## src/hdl/dmu_pkg.sv

```systemverilog
// Shared types, constants and reset values of the PPS to UTC delay meter.
package dmu_pkg;

    localparam int COUNT_WIDTH_DEFAULT = 32;

    localparam int LEVEL_W  = 12;
    localparam int MS_W     = 30;
    localparam int TENTHS_W = 23;
    localparam int SEC_W    = 20;
    localparam int DIGIT_W  = 4;
    localparam int SPT_W    = 17;
    localparam int MAXD_W   = 16;
    localparam int SUB_W    = SPT_W + DIGIT_W;
    localparam int DELAY_W  = 32;
    localparam int CFG_IDX_W  = 2;
    localparam int CFG_DATA_W = 17;

    typedef enum logic [CFG_IDX_W-1:0] {
        CFG_PPS_THRESHOLD     = 2'd0,
        CFG_SAMPLES_PER_TENTH = 2'd1,
        CFG_DELAY_LIMIT       = 2'd2,
        CFG_UNUSED            = 2'd3
    } cfg_index_t;

    localparam logic [LEVEL_W-1:0] THR_RESET  = 12'd2048;
    localparam logic [SPT_W-1:0]   SPT_RESET  = 17'd50;
    localparam logic [MAXD_W-1:0]  MAXD_RESET = 16'd30;

    localparam logic signed [DELAY_W-1:0] HELD_RESET     = 32'sd16;
    localparam logic signed [DELAY_W-1:0] DELAY_NO_PULSE = -32'sd1;
    localparam logic signed [DELAY_W-1:0] DELAY_TOO_LATE = -32'sd2;

    // Half of one tenth in milliseconds, for round half up.
    localparam logic [MS_W:0] ROUND_MS = 31'd50;

    // floor(x / 100) = (x * DIV100_MAGIC) >> DIV100_SHIFT for x below 2^31.
    localparam logic [31:0] DIV100_MAGIC = 32'd2748779070;
    localparam int          DIV100_SHIFT = 38;
    // floor(x / 10) = (x * DIV10_MAGIC) >> DIV10_SHIFT for x below 2^23.
    localparam logic [23:0] DIV10_MAGIC  = 24'd6710887;
    localparam int          DIV10_SHIFT  = 26;

    localparam logic [TENTHS_W-1:0] TENTHS_MAX = 23'd8388607;

    typedef struct packed {
        logic [LEVEL_W-1:0]  level;
        logic [TENTHS_W-1:0] tenths;
        logic [SEC_W-1:0]    seconds;
        logic [SUB_W-1:0]    sub;
    } dmu_item_t;

    typedef struct packed {
        logic [LEVEL_W-1:0] pps_threshold;
        logic [MAXD_W-1:0]  delay_limit;
    } dmu_core_cfg_t;

endpackage

```

## src/hdl/dmu_core.sv

```systemverilog
// Sample counter, edge stamping, second latch and delay computation with the result register.
module dmu_core
    import dmu_pkg::*;
#(
    parameter int COUNT_WIDTH = COUNT_WIDTH_DEFAULT
)
(
    input  logic                       clk,
    input  logic                       rst_n,
    input  logic                       item_valid,
    output logic                       item_take,
    input  dmu_item_t                  item,
    input  dmu_core_cfg_t              cfg,
    output logic                       out_valid,
    input  logic                       out_stall,
    output logic signed [DELAY_W-1:0]  delay_samples
);

    localparam int EW = (COUNT_WIDTH > 34) ? COUNT_WIDTH : 34;
    localparam logic [EW-1:0]        ELAPSED_CAP = EW'(64'h2_0000_0000);
    localparam logic signed [34:0]   SAT_HIGH = 35'sd2147483647;
    localparam logic signed [34:0]   SAT_LOW  = -35'sd2147483648;

    logic [COUNT_WIDTH-1:0] sample_count_reg, sample_count_next;
    logic                   start_high_hold_reg, start_high_hold_next;
    logic                   pulse_high_reg, pulse_high_next;
    logic [COUNT_WIDTH-1:0] edge_stamp_reg, edge_stamp_next;
    logic                   edge_stamp_valid_reg, edge_stamp_valid_next;
    logic [COUNT_WIDTH-1:0] second_stamp_reg, second_stamp_next;
    logic                   second_stamp_valid_reg, second_stamp_valid_next;
    logic [TENTHS_W-1:0]    last_tenths_reg, last_tenths_next;
    logic [SEC_W-1:0]       last_sec_reg, last_sec_next;
    logic signed [DELAY_W-1:0] held_delay_reg, held_delay_next;
    logic                   out_valid_reg;

    logic                   fire;
    logic                   first;
    logic                   level_high;
    logic [TENTHS_W-1:0]    last_tenths_eff;
    logic [SEC_W-1:0]       last_sec_eff;
    logic                   changed;
    logic [COUNT_WIDTH-1:0] elapsed;
    logic [EW-1:0]          elapsed_ext;
    logic [33:0]            elapsed_clamp;
    logic signed [34:0]     diff;
    logic signed [DELAY_W-1:0] delay_sat;
    logic signed [DELAY_W-1:0] held_flagged;

    assign item_take = !out_valid_reg || !out_stall;
    assign fire      = item_valid && item_take;

    always_comb
    begin
        first      = (sample_count_reg == '0);
        level_high = (item.level >= cfg.pps_threshold);

        start_high_hold_next  = start_high_hold_reg;
        pulse_high_next       = pulse_high_reg;
        edge_stamp_next       = edge_stamp_reg;
        edge_stamp_valid_next = edge_stamp_valid_reg;
        if (level_high)
        begin
            if (first)
            begin
                start_high_hold_next = 1'b1;
            end
            else if (!pulse_high_reg && !start_high_hold_reg)
            begin
                pulse_high_next       = 1'b1;
                edge_stamp_next       = sample_count_reg;
                edge_stamp_valid_next = 1'b1;
            end
        end
        else
        begin
            pulse_high_next      = 1'b0;
            start_high_hold_next = 1'b0;
        end

        last_tenths_eff = first ? item.tenths : last_tenths_reg;
        last_sec_eff    = first ? item.seconds : last_sec_reg;
        changed         = (item.tenths != last_tenths_eff);

        second_stamp_next       = second_stamp_reg;
        second_stamp_valid_next = second_stamp_valid_reg;
        if (changed && (item.seconds > last_sec_eff))
        begin
            second_stamp_next       = edge_stamp_next;
            second_stamp_valid_next = edge_stamp_valid_next;
        end

        elapsed       = sample_count_reg - second_stamp_next;
        elapsed_ext   = EW'(elapsed);
        elapsed_clamp = (elapsed_ext > ELAPSED_CAP) ? ELAPSED_CAP[33:0] : elapsed_ext[33:0];
        diff          = $signed({1'b0, elapsed_clamp}) - $signed(35'(item.sub));
        if (diff > SAT_HIGH)
        begin
            delay_sat = SAT_HIGH[DELAY_W-1:0];
        end
        else if (diff < SAT_LOW)
        begin
            delay_sat = SAT_LOW[DELAY_W-1:0];
        end
        else
        begin
            delay_sat = diff[DELAY_W-1:0];
        end

        held_flagged = changed ? delay_sat : held_delay_reg;
        if (!second_stamp_valid_next)
        begin
            held_flagged = DELAY_NO_PULSE;
        end
        if ($signed({held_flagged[DELAY_W-1], held_flagged}) >
            $signed({17'd0, cfg.delay_limit}))
        begin
            held_flagged = DELAY_TOO_LATE;
        end
        held_delay_next = held_flagged;

        last_tenths_next  = (first || changed) ? item.tenths : last_tenths_reg;
        last_sec_next     = (first || changed) ? item.seconds : last_sec_reg;
        sample_count_next = sample_count_reg + COUNT_WIDTH'(1);
    end

    always_ff @(posedge clk or negedge rst_n)
    begin
        if (!rst_n)
        begin
            sample_count_reg       <= '0;
            start_high_hold_reg    <= 1'b0;
            pulse_high_reg         <= 1'b0;
            edge_stamp_reg         <= '0;
            edge_stamp_valid_reg   <= 1'b0;
            second_stamp_reg       <= '0;
            second_stamp_valid_reg <= 1'b0;
            last_tenths_reg        <= '0;
            last_sec_reg           <= '0;
            held_delay_reg         <= HELD_RESET;
            out_valid_reg          <= 1'b0;
        end
        else
        begin
            if (item_take)
            begin
                out_valid_reg <= item_valid;
            end
            if (fire)
            begin
                sample_count_reg       <= sample_count_next;
                start_high_hold_reg    <= start_high_hold_next;
                pulse_high_reg         <= pulse_high_next;
                edge_stamp_reg         <= edge_stamp_next;
                edge_stamp_valid_reg   <= edge_stamp_valid_next;
                second_stamp_reg       <= second_stamp_next;
                second_stamp_valid_reg <= second_stamp_valid_next;
                last_tenths_reg        <= last_tenths_next;
                last_sec_reg           <= last_sec_next;
                held_delay_reg         <= held_delay_next;
            end
        end
    end

    assign out_valid     = out_valid_reg;
    assign delay_samples = held_delay_reg;

    // Without a latched stamp the result shown must be the no-pulse flag.
    assert property (@(posedge clk) disable iff (!rst_n)
        (out_valid_reg && !second_stamp_valid_reg) |-> (held_delay_reg == DELAY_NO_PULSE))
        else $error("result without latched stamp is not the no-pulse flag");

    // A latched stamp can only come from a seen edge.
    assert property (@(posedge clk) disable iff (!rst_n)
        second_stamp_valid_reg |-> edge_stamp_valid_reg)
        else $error("second stamp valid without edge stamp");

    // Once an edge has been stamped, the stamp stays valid.
    assert property (@(posedge clk) disable iff (!rst_n)
        edge_stamp_valid_reg |=> edge_stamp_valid_reg)
        else $error("edge stamp valid dropped");

endmodule

```

## config.mk

```make
export PLATFORM = sky130hd
export DESIGN_NAME = dmu_core
export DESIGN_NICKNAME = d
export VERILOG_FILES = /design/src/hdl/dmu_pkg.sv /design/src/hdl/dmu_core.sv
export SDC_FILE = /design/constraint.sdc
export NUM_CORES = 1
export LEC_CHECK = 0
export BUFFER_PORTS_ARGS = -buffer_cell sky130_fd_sc_hd__buf_2
export CAP_MARGIN = 30
export CELL_PAD_IN_SITES_DETAIL_PLACEMENT = 0
export CELL_PAD_IN_SITES_GLOBAL_PLACEMENT = 1
export CORE_UTILIZATION = 45
export DETAILED_ROUTE_END_ITERATION = 10
export GPL_TIMING_DRIVEN = 0
export PLACE_DENSITY = 0.81
export SETUP_SLACK_MARGIN = 0.1
export SLEW_MARGIN = 20
export SYNTH_ARGS = -nofsm -noshare
export SYNTH_HDL_FRONTEND = slang
export SYNTH_SLANG_ARGS = --single-unit
```

## constraint.sdc

```tcl
create_clock -name clk -period 34.8 [get_ports clk]
set_input_delay 3.48 -clock clk [delete_from_list [all_inputs] [get_ports clk]]
set_output_delay 3.48 -clock clk [all_outputs]
set_load 0.01 [all_outputs]
```

== Word-level counts from Yosys, hierarchy flattened ==
Index checks and enable logic that the tools add are counted.
Storage, ports and cells
  register bits after elaboration: 176
  bits in latches: 0
  RAM bits: 0
  ROM bits: 0
  input bits: 108
  word-level logic and storage cells: 58
  memories kept: 0
Cells by class
  add/sub/neg operators: 3
  multipliers: 0
  divide/modulo/power cells: 0
  magnitude comparators: 6
  eq/ne operators: 4
  shift-type cells: 0
  multiplexer cells: 21
  bitwise logic cells: 0
  reductions and logical operators: 13
Operator list (number)
  two-way mux 32 bit: 9
  > comparator 35 x 32 -> 1 bit (second input constant): 1
  less-than comparator 35 x 32 -> 1 bit (second input constant): 1
  subtractor 34 x 21 -> 35 bit: 1
  > comparator 32 x 34 -> 1 bit (second input constant): 1
  two-way mux 34 bit: 1
  adder 32 x 1 -> 32 bit (second input constant): 1
  > comparator 32 x 17 -> 1 bit: 1
  zero test 32 bit: 1
  subtractor 32 bit: 1
  two-way mux 23 bit: 1
  != test 23 bit: 1
  > comparator 20 bit: 1
  two-way mux 20 bit: 1
  >= comparator 12 bit: 1
  two-way mux 1 bit: 9
  zero test 1 bit: 4
  != test 2 bit (second input constant): 2
  AND reduction 2 bit: 2
  logical AND 1 bit: 3
  AND reduction 3 bit: 1
  logical OR 1 bit: 2
  != test 2 x 1 -> 1 bit (second input constant): 1

== Logic depth before layout (Yosys ltp) ==
Gate-level depths: netlist of the first run.
  depth after elaboration: 17
  depth in mapped cells: 58

== Worst setup path after synthesis of the first run ==
OpenSTA, ideal clock, no wires.
  kind: input-to-reg
  from: input port item[28] (netlist bit)
  to: register held_delay_reg[13], in the netlist delay_samples[13]
  arrival: 12.766 ns
  setup slack: 21.910 ns
  stages: 47
  path buffers: 5
  cell sequence: mux2i_1 ha_1 and3_1 nor3b_1 o221ai_1 and4b_1 or3_1 buf_2 clkbuf_1 buf_1 nand2_1 o21ai_0 ha_1 fa_1 nand2b_1 a21o_1 a22o_1 o21ai_0 (+11 left out) nand4b_1 o211ai_1 and2_1 clkbuf_1 nand3_1 ha_1 a21o_1 a21o_1 a21oi_1 o21ai_0 a311oi_1 nor3_1 a2111oi_0 nand3_1 nor4_2 nand3_2 and3_4 a211o_1
Between the ends
  word-level cells in the longest chain between the ends: 15
Ends and longest elaborated chain
  start: declaration: RTL line dmu_core.sv:12  | input dmu_item_t item,
  two-way mux 20 bit: RTL line dmu_core.sv:81  | last_sec_eff = first ? item.seconds : last_sec_reg;
  > comparator 20 bit *: RTL line dmu_core.sv:86  | if (changed && (item.seconds > last_sec_eff))
  logical AND 1 bit *: RTL line dmu_core.sv:86
  two-way mux 32 bit *: RTL line dmu_core.sv:86
  via second_stamp_next[0]: RTL line dmu_core.sv:29  | logic [COUNT_WIDTH-1:0] second_stamp_reg, second_stamp_next;
  subtractor 32 bit *: RTL line dmu_core.sv:92  | elapsed = sample_count_reg - second_stamp_next;
  > comparator 32 x 34 -> 1 bit: RTL line dmu_core.sv:94  | elapsed_clamp = (elapsed_ext > ELAPSED_CAP) ? ELAPSED_CAP[33:0] : elapsed_ext[33:0];
  two-way mux 34 bit *: RTL line dmu_core.sv:94
  subtractor 34 x 21 -> 35 bit *: RTL line dmu_core.sv:95  | diff = $signed({1'b0, elapsed_clamp}) - $signed(35'(item.sub));
  less-than comparator 35 x 32 -> 1 bit: RTL line dmu_core.sv:100  | else if (diff < SAT_LOW)
  two-way mux 32 bit: RTL line dmu_core.sv:100
  two-way mux 32 bit *: RTL line dmu_core.sv:96  | if (diff > SAT_HIGH)
  two-way mux 32 bit *: RTL line dmu_core.sv:109  | held_flagged = changed ? delay_sat : held_delay_reg;
  two-way mux 32 bit *: RTL line dmu_core.sv:110  | if (!second_stamp_valid_next)
  > comparator 32 x 17 -> 1 bit: RTL line dmu_core.sv:114  | if ($signed({held_flagged[DELAY_W-1], held_flagged}) >
  two-way mux 32 bit *: RTL line dmu_core.sv:114
  end signal: assignment: RTL line dmu_core.sv:159  | held_delay_reg <= held_delay_next;
  end: declaration: RTL line dmu_core.sv:33  | logic signed [DELAY_W-1:0] held_delay_reg, held_delay_next;
Mark *: on every way through the listed nets, which the timed path passes. The rest lies on a longest branch.
A chain may end at the register's enable or synchronous reset.

== Worst setup path in the final report of the first run ==
  from: input port item[28] (netlist bit)
  to: register held_delay_reg[17], in the netlist delay_samples[17]
The elaborated chain is that of the path after synthesis.

==> results.tsv, run 1 <==
metric	value	unit
yosysSeqAreaShare	0.330	
ios	142	
synth.avg_cell_area	8.93	sq um
cts_buffer_depth	2	
drv_slew	0	
status	finished, final reports clean	
htree_num_levels	4	
synth-seq-cells	176	
syn_area	13300	sq um
synth_cells	1494	
antenna_left	0	
netlist.area_leader.share	0.328	
cts_setup_buffers	0	
cp_slowest_stage_delay	0.64	ns
crit_path_frequent_cell	o21ai_0	
synthToLayoutAreaGrowth	13.7	%
ys.warnings.count	0	
arrival	15.84	ns
rsz0062_at_grt	false	
cts-buffers-inserted	17	
clock_latency	0.45	ns
drt_wl_total	38.0	mm
comb_power_share	0.672	
maxCapViolCount	0	
layout.nets	1869	
crit_path_top_delay_cell	clkbuf_1	
path_class	in2reg	
port_buffers	141	
hold_viol	0	
cts-root-buf	clkbuf_16	
cts_tree	built	
drt_iter0_drc	916	
clock.fmax	0.0643	GHz
tightestPinTransition	0.955	ns
ctsResizeCount	0	
seqCellArea	4410	sq um
critical_path.max_fanout	10	
viasPerCell	5.82	
die_x	174	um
powerDensity	93.3	nW/um^2
synth-edff-count	0	
setup_viol	0	
fp-row-count	62	
dp_hpwl	29.6	mm
multiInputGateArea	8380	sq um
ys.flop_type	dfrtp_1	
overflow	0	
dieHeight	174	um
ir_worst_vdd	0.0531	mV
setup.worst_path.end_class	flop	
antennaDiodeCount	0	
via_count	11900	
synthArstFlopShare	1.00	
die-area	30300	sq um
routedWlPerCell	18.5	um
gp_congestion	0.921	
first_global_vias	11600	
clk_pin_slew	0.08	ns
final_core_util	0.524	
power.switching	681	uW
worstPathRequired	35.08	ns
start_kind	input port	
setup-tns-final	0	ns
seqPwrFrac	0.184	
clock_sinks	176	
swShare	0.481	
coreArea	28900	sq um
worstHoldPathType	reg2reg	
pwr-share-clk	0.144	
ctsHoldBuffers	0	
finalCriticalPeriod	15.56	ns
grt_usage	0.256	
grt_antenna_before_repair	1	
grt_first_pass_wirelength	61.4	mm
drc	0	
fin_crit_sh	0.447	
fillers	2776	
syn-num-nets	1708	
finClkSkew	0.0152	ns
post-route-cell-area	15200	sq um
drt-pass1-iter-count	5	
synth.distinct_cells	90	
start_util	0.461	
grt_start_max_net_pins	94	
placed_area	14600	sq um
drive_gt1_frac	0.177	
slew_headroom	0.359	
yosys.area.top_type	dfrtp_1	
intPower	734	uW
leakage	0.00670	uW
synth_area_leaders	dfrtp_1, ha_1, mux2_2, xnor2_1, mux2i_1	
finalPower	1410	uW
[per-stage QoR]
step                setup slack, ns  hold WS [ns]  instances
floorplan                     21.91         0.440       1494
global placement              19.05         0.460       2019
detailed placement            19.09         0.467       2020
global route                  18.36         0.509       2051
CTS                           19.52         0.486       2051
finish                        19.24         0.480       2051
[Yosys cell counts (4+ instances only)]
master and number:
o211ai_1 19, xnor2_1 70, mux2_2 76, a21oi_1 107, o31ai_1 9, dfrtp_1 175, a31oi_1 16, or2_2 9
o221ai_1 6, nor4_1 13, nand2_1 136, o311ai_0 7, o22ai_1 17, o21a_1 12, a211o_1 10, nand2b_1 16
nor2_1 129, a211oi_1 22, clkbuf_1 52, and2_1 12, nand3_1 25, or3_1 6, ha_1 104, a41oi_1 4
mux2i_1 55, and3_1 11, buf_2 9, o21ai_0 93, xor2_1 26, inv_1 68, buf_1 6, and4_1 5
a21o_1 22, nor3_1 17, nand4_1 31, nor2b_1 12, o21bai_1 6
[power groups by stage]
stage | Combinational, uW | Clock (uW) | Sequential (uW)
after floorplan | 698 | 0 | 262
after global placement | 928 | 0 | 263
final | 950 | 203 | 261
after detailed placement | 937 | 0 | 264
after global routing | 1040 | 216 | 265
after CTS | 943 | 207 | 261
[cell type report]
class                      count  area share
inverter                      68      0.0168
clock buffer                  18      0.0283
clock inverter                13      0.0115
buffer                        70      0.0191
multi-input combinational   1180       0.553
tap                          384      0.0317
sequential                   176       0.291
timing repair buffer         142      0.0490
[placed cells by master, fill, tap and decap left out, types with 7 or more instances in the layout]
cell,instances
dfrtp_1,175
buf_2,149
nand2_1,136
nor2_1,129
a21oi_1,107
ha_1,104
o21ai_0,93
mux2_2,76
xnor2_1,70
inv_1,68
mux2i_1,55
clkbuf_1,53
nand4_1,31
xor2_1,26
nand3_1,25
a21o_1,22
a211oi_1,22
o211ai_1,19
nor3_1,17
o22ai_1,17
clkbuf_16,17
nand2b_1,16
a31oi_1,16
nor4_1,13
o21a_1,12
nor2b_1,12
and2_1,12
and3_1,11
a211o_1,10
or2_2,9
o31ai_1,9
o311ai_0,7
[kinds of logic after synthesis]
| group | Yosys count | synth area share |
|---|---|---|
| XOR/XNOR | 96 | 0.0631 |
| AND/OR/NAND/NOR | 451 | 0.166 |
| AO/OA/AOI/OAI | 396 | 0.193 |
| buffers and inverters | 138 | 0.0408 |
| multiplexers | 131 | 0.105 |
| adder cells (fa/ha/maj) | 106 | 0.101 |
| flip-flops | 176 | 0.330 |
[worst paths after layout]
path / from / end / slack, ns / cells past startpoint
hold reg to reg: second_stamp_reg[0] / second_stamp_reg[0] / 0.48 / 2
hold / removal: second_stamp_reg[0] / second_stamp_reg[0] / 0.48 / 2
min in group asynchronous: rst_n / delay_samples[12] / 2.98 / 1
setup reg to reg: sample_count_reg[6] / delay_samples[17] / 19.47 / 52
setup / recovery: item[28] / delay_samples[17] / 19.24 / 48
max in group asynchronous: rst_n / second_stamp_reg[22] / 30.92 / 2
[per-layer routing]
layer / share of wire / wire length [um] / up-vias / GRT usage
met2: 0.47 / 17800 / 333 / 0.419
met1: 0.46 / 17300 / 5776 / 0.344
met4: 0.023 / 870 / 2 / 0.0800
met3: 0.054 / 2050 / 59 / 0.0462
met5: 0.00026 / 10 / - / 0
li1: - / - / 5769 / -
[worst max-delay path: cells and delay by family]
family | cells | cell delay, ns
fa+ha+maj | 5 | 1.61
buf+inv | 8 | 2.56
xor+xnor | 1 | 0.24
simple gates | 14 | 3.29
compound gates | 19 | 4.48
mux | 1 | 0.14
No activity file was read; power rests on OpenSTA's default activity.
==> run 2, diff against run 1 <==
==> constraint.sdc (replaced) <==
create_clock -name clk -period 16.2 [get_ports clk]
set_input_delay 1.62 -clock clk [delete_from_list [all_inputs] [get_ports clk]]
set_output_delay 1.62 -clock clk [all_outputs]
set_load 0.01 [all_outputs]
==> run 2 against run 1 <==
- combinational power increased by 110%
- via count unchanged
- register-to-register slack got worse by 18 ns
- flip-flop and latch count unchanged
- worst setup slack got worse by 18 ns
- critical endpoint unchanged
- highest routed layer unchanged
==> results.tsv, run 2 (synthesized netlist as in run 1, its figures left out) <==
metric	value	unit
status	finished, final reports clean	
final_cell_mix	dfrtp_1, buf_2, nand2_1	
fin_crit_sh	0.930	
setup-tns-final	0	ns
first_global_vias	11600	
clock_sinks	176	
holdWs	0.480	ns
ir_worst_vdd	0.114	mV
critical_path.max_fanout	10	
ctsHoldBuffers	0	
gp_congestion	0.921	
die-area	30300	sq um
arrival	15.34	ns
drv_slew	0	
antenna_left	0	
antennaDiodeCount	0	
cts_buffer_depth	2	
clock_latency	0.45	ns
synthToLayoutAreaGrowth	13.7	%
cts_tree	built	
worstPathRequired	16.48	ns
grt_antenna_before_repair	1	
drc	0	
fillers	2778	
fp-row-count	62	
drt_iter0_drc	917	
port_buffers	141	
multiInputGateArea	8380	sq um
cts-buffers-inserted	17	
grt_usage	0.256	
ios	142	
clk_pin_slew	0.08	ns
drt-pass1-iter-count	5	
clock.fmax	0.0664	GHz
coreArea	28900	sq um
slew_headroom	0.360	
cp_slowest_stage_delay	0.68	ns
path_class	reg2reg	
setup_viol	0	
die_x	174	um
rsz0062_at_grt	false	
maxCapViolCount	0	
cts-root-buf	clkbuf_16	
dieHeight	174	um
final_core_util	0.524	
crit_path_top_delay_cell	nor4_1	
setup.worst_path.end_class	flop	
seqCellArea	4410	sq um
layout.nets	1869	
grt_start_max_net_pins	94	
layout_commonest_cell	dfrtp_1	
finClkSkew	0.0168	ns
htree_num_levels	4	
start_kind	flop	
overflow	0	
viasPerCell	5.82	
routedWlPerCell	18.5	um
hold_viol	0	
drive_gt1_frac	0.178	
worstHoldPathType	reg2reg	
grt_first_pass_wirelength	61.4	mm
dp_hpwl	29.6	mm
via_count	11900	
finalCriticalPeriod	15.06	ns
drt_wl_total	38.0	mm
leakage	0.00671	uW
start_util	0.461	
tightestPinTransition	0.954	ns
powerDensity	200	nW/um^2
run 2: changes by cell type in the layout (fill, tap and decap cells not counted):
cell,delta
buf_1,-2
clkbuf_2,+2
run 2: final timing paths:
| path | from | end | slack (ns) | cells past startpoint |
|---|---|---|---|---|
| worst max-delay path | sample_count_reg[6] | delay_samples[17] | 1.14 | 52 |
| worst min-delay path | second_stamp_reg[0] | second_stamp_reg[0] | 0.48 | 2 |
| worst max register to register | sample_count_reg[6] | delay_samples[17] | 1.14 | 52 |
| worst min register to register | second_stamp_reg[0] | second_stamp_reg[0] | 0.48 | 2 |
| max in group asynchronous | rst_n | second_stamp_reg[22] | 14.18 | 2 |
| min in group asynchronous | rst_n | delay_samples[12] | 1.12 | 1 |
run 2: area by class of cell:
type	instances	area share
plain buffers	70	0.0192
multi-input cells	1180	0.553
inverters	68	0.0168
clock inverters	13	0.0115
flip-flops and latches	176	0.291
well taps	384	0.0317
clock buffers	18	0.0283
repair buffers	142	0.0490
run 2: routing by layer:
metal	vias to the layer above	GRT usage	part of all wire
met1	5779	0.344	0.46
met2	334	0.419	0.47
met5	-	0	0.00026
li1	5767	-	-
met4	2	0.0800	0.023
met3	57	0.0462	0.053
run 2: where the power goes:
part           total [uW]  internal (uW)  switching, uW
clock network         437            245            192
registers             560            504           56.1
logic                2040            827           1210
total                3040           1580           1460
run 2: timing repair:
| item | in CTS | in global routing |
|---|---|---|
| gates resized for setup | 0 | 2 |
| setup endpoints to repair | 0 | 23 |
| setup buffers | 0 | 0 |
run 2: stage by stage:
step / cell area [sq um] / power [uW] / instances / setup slack, ns
after CTS: 15200 / 3030 / 2051 / 1.21
after global routing: 15200 / 3270 / 2051 / 0.224
after global placement: 14500 / 2560 / 2019 / 1.26
after floorplan: 13300 / 2060 / 1494 / 4.96
after detailed placement: 14600 / 2580 / 2020 / 1.30
final: 15200 / 3040 / 2051 / 1.14
run 2: critical path, delay by kind of cell (launching register included):
kind	cells	cell delay, ns
xor+xnor	1	0.24
buf+inv	9	3.11
compound gates	19	4.45
mux	1	0.24
simple gates	17	4.76
flops	1	0.41
fa+ha+maj	5	1.62
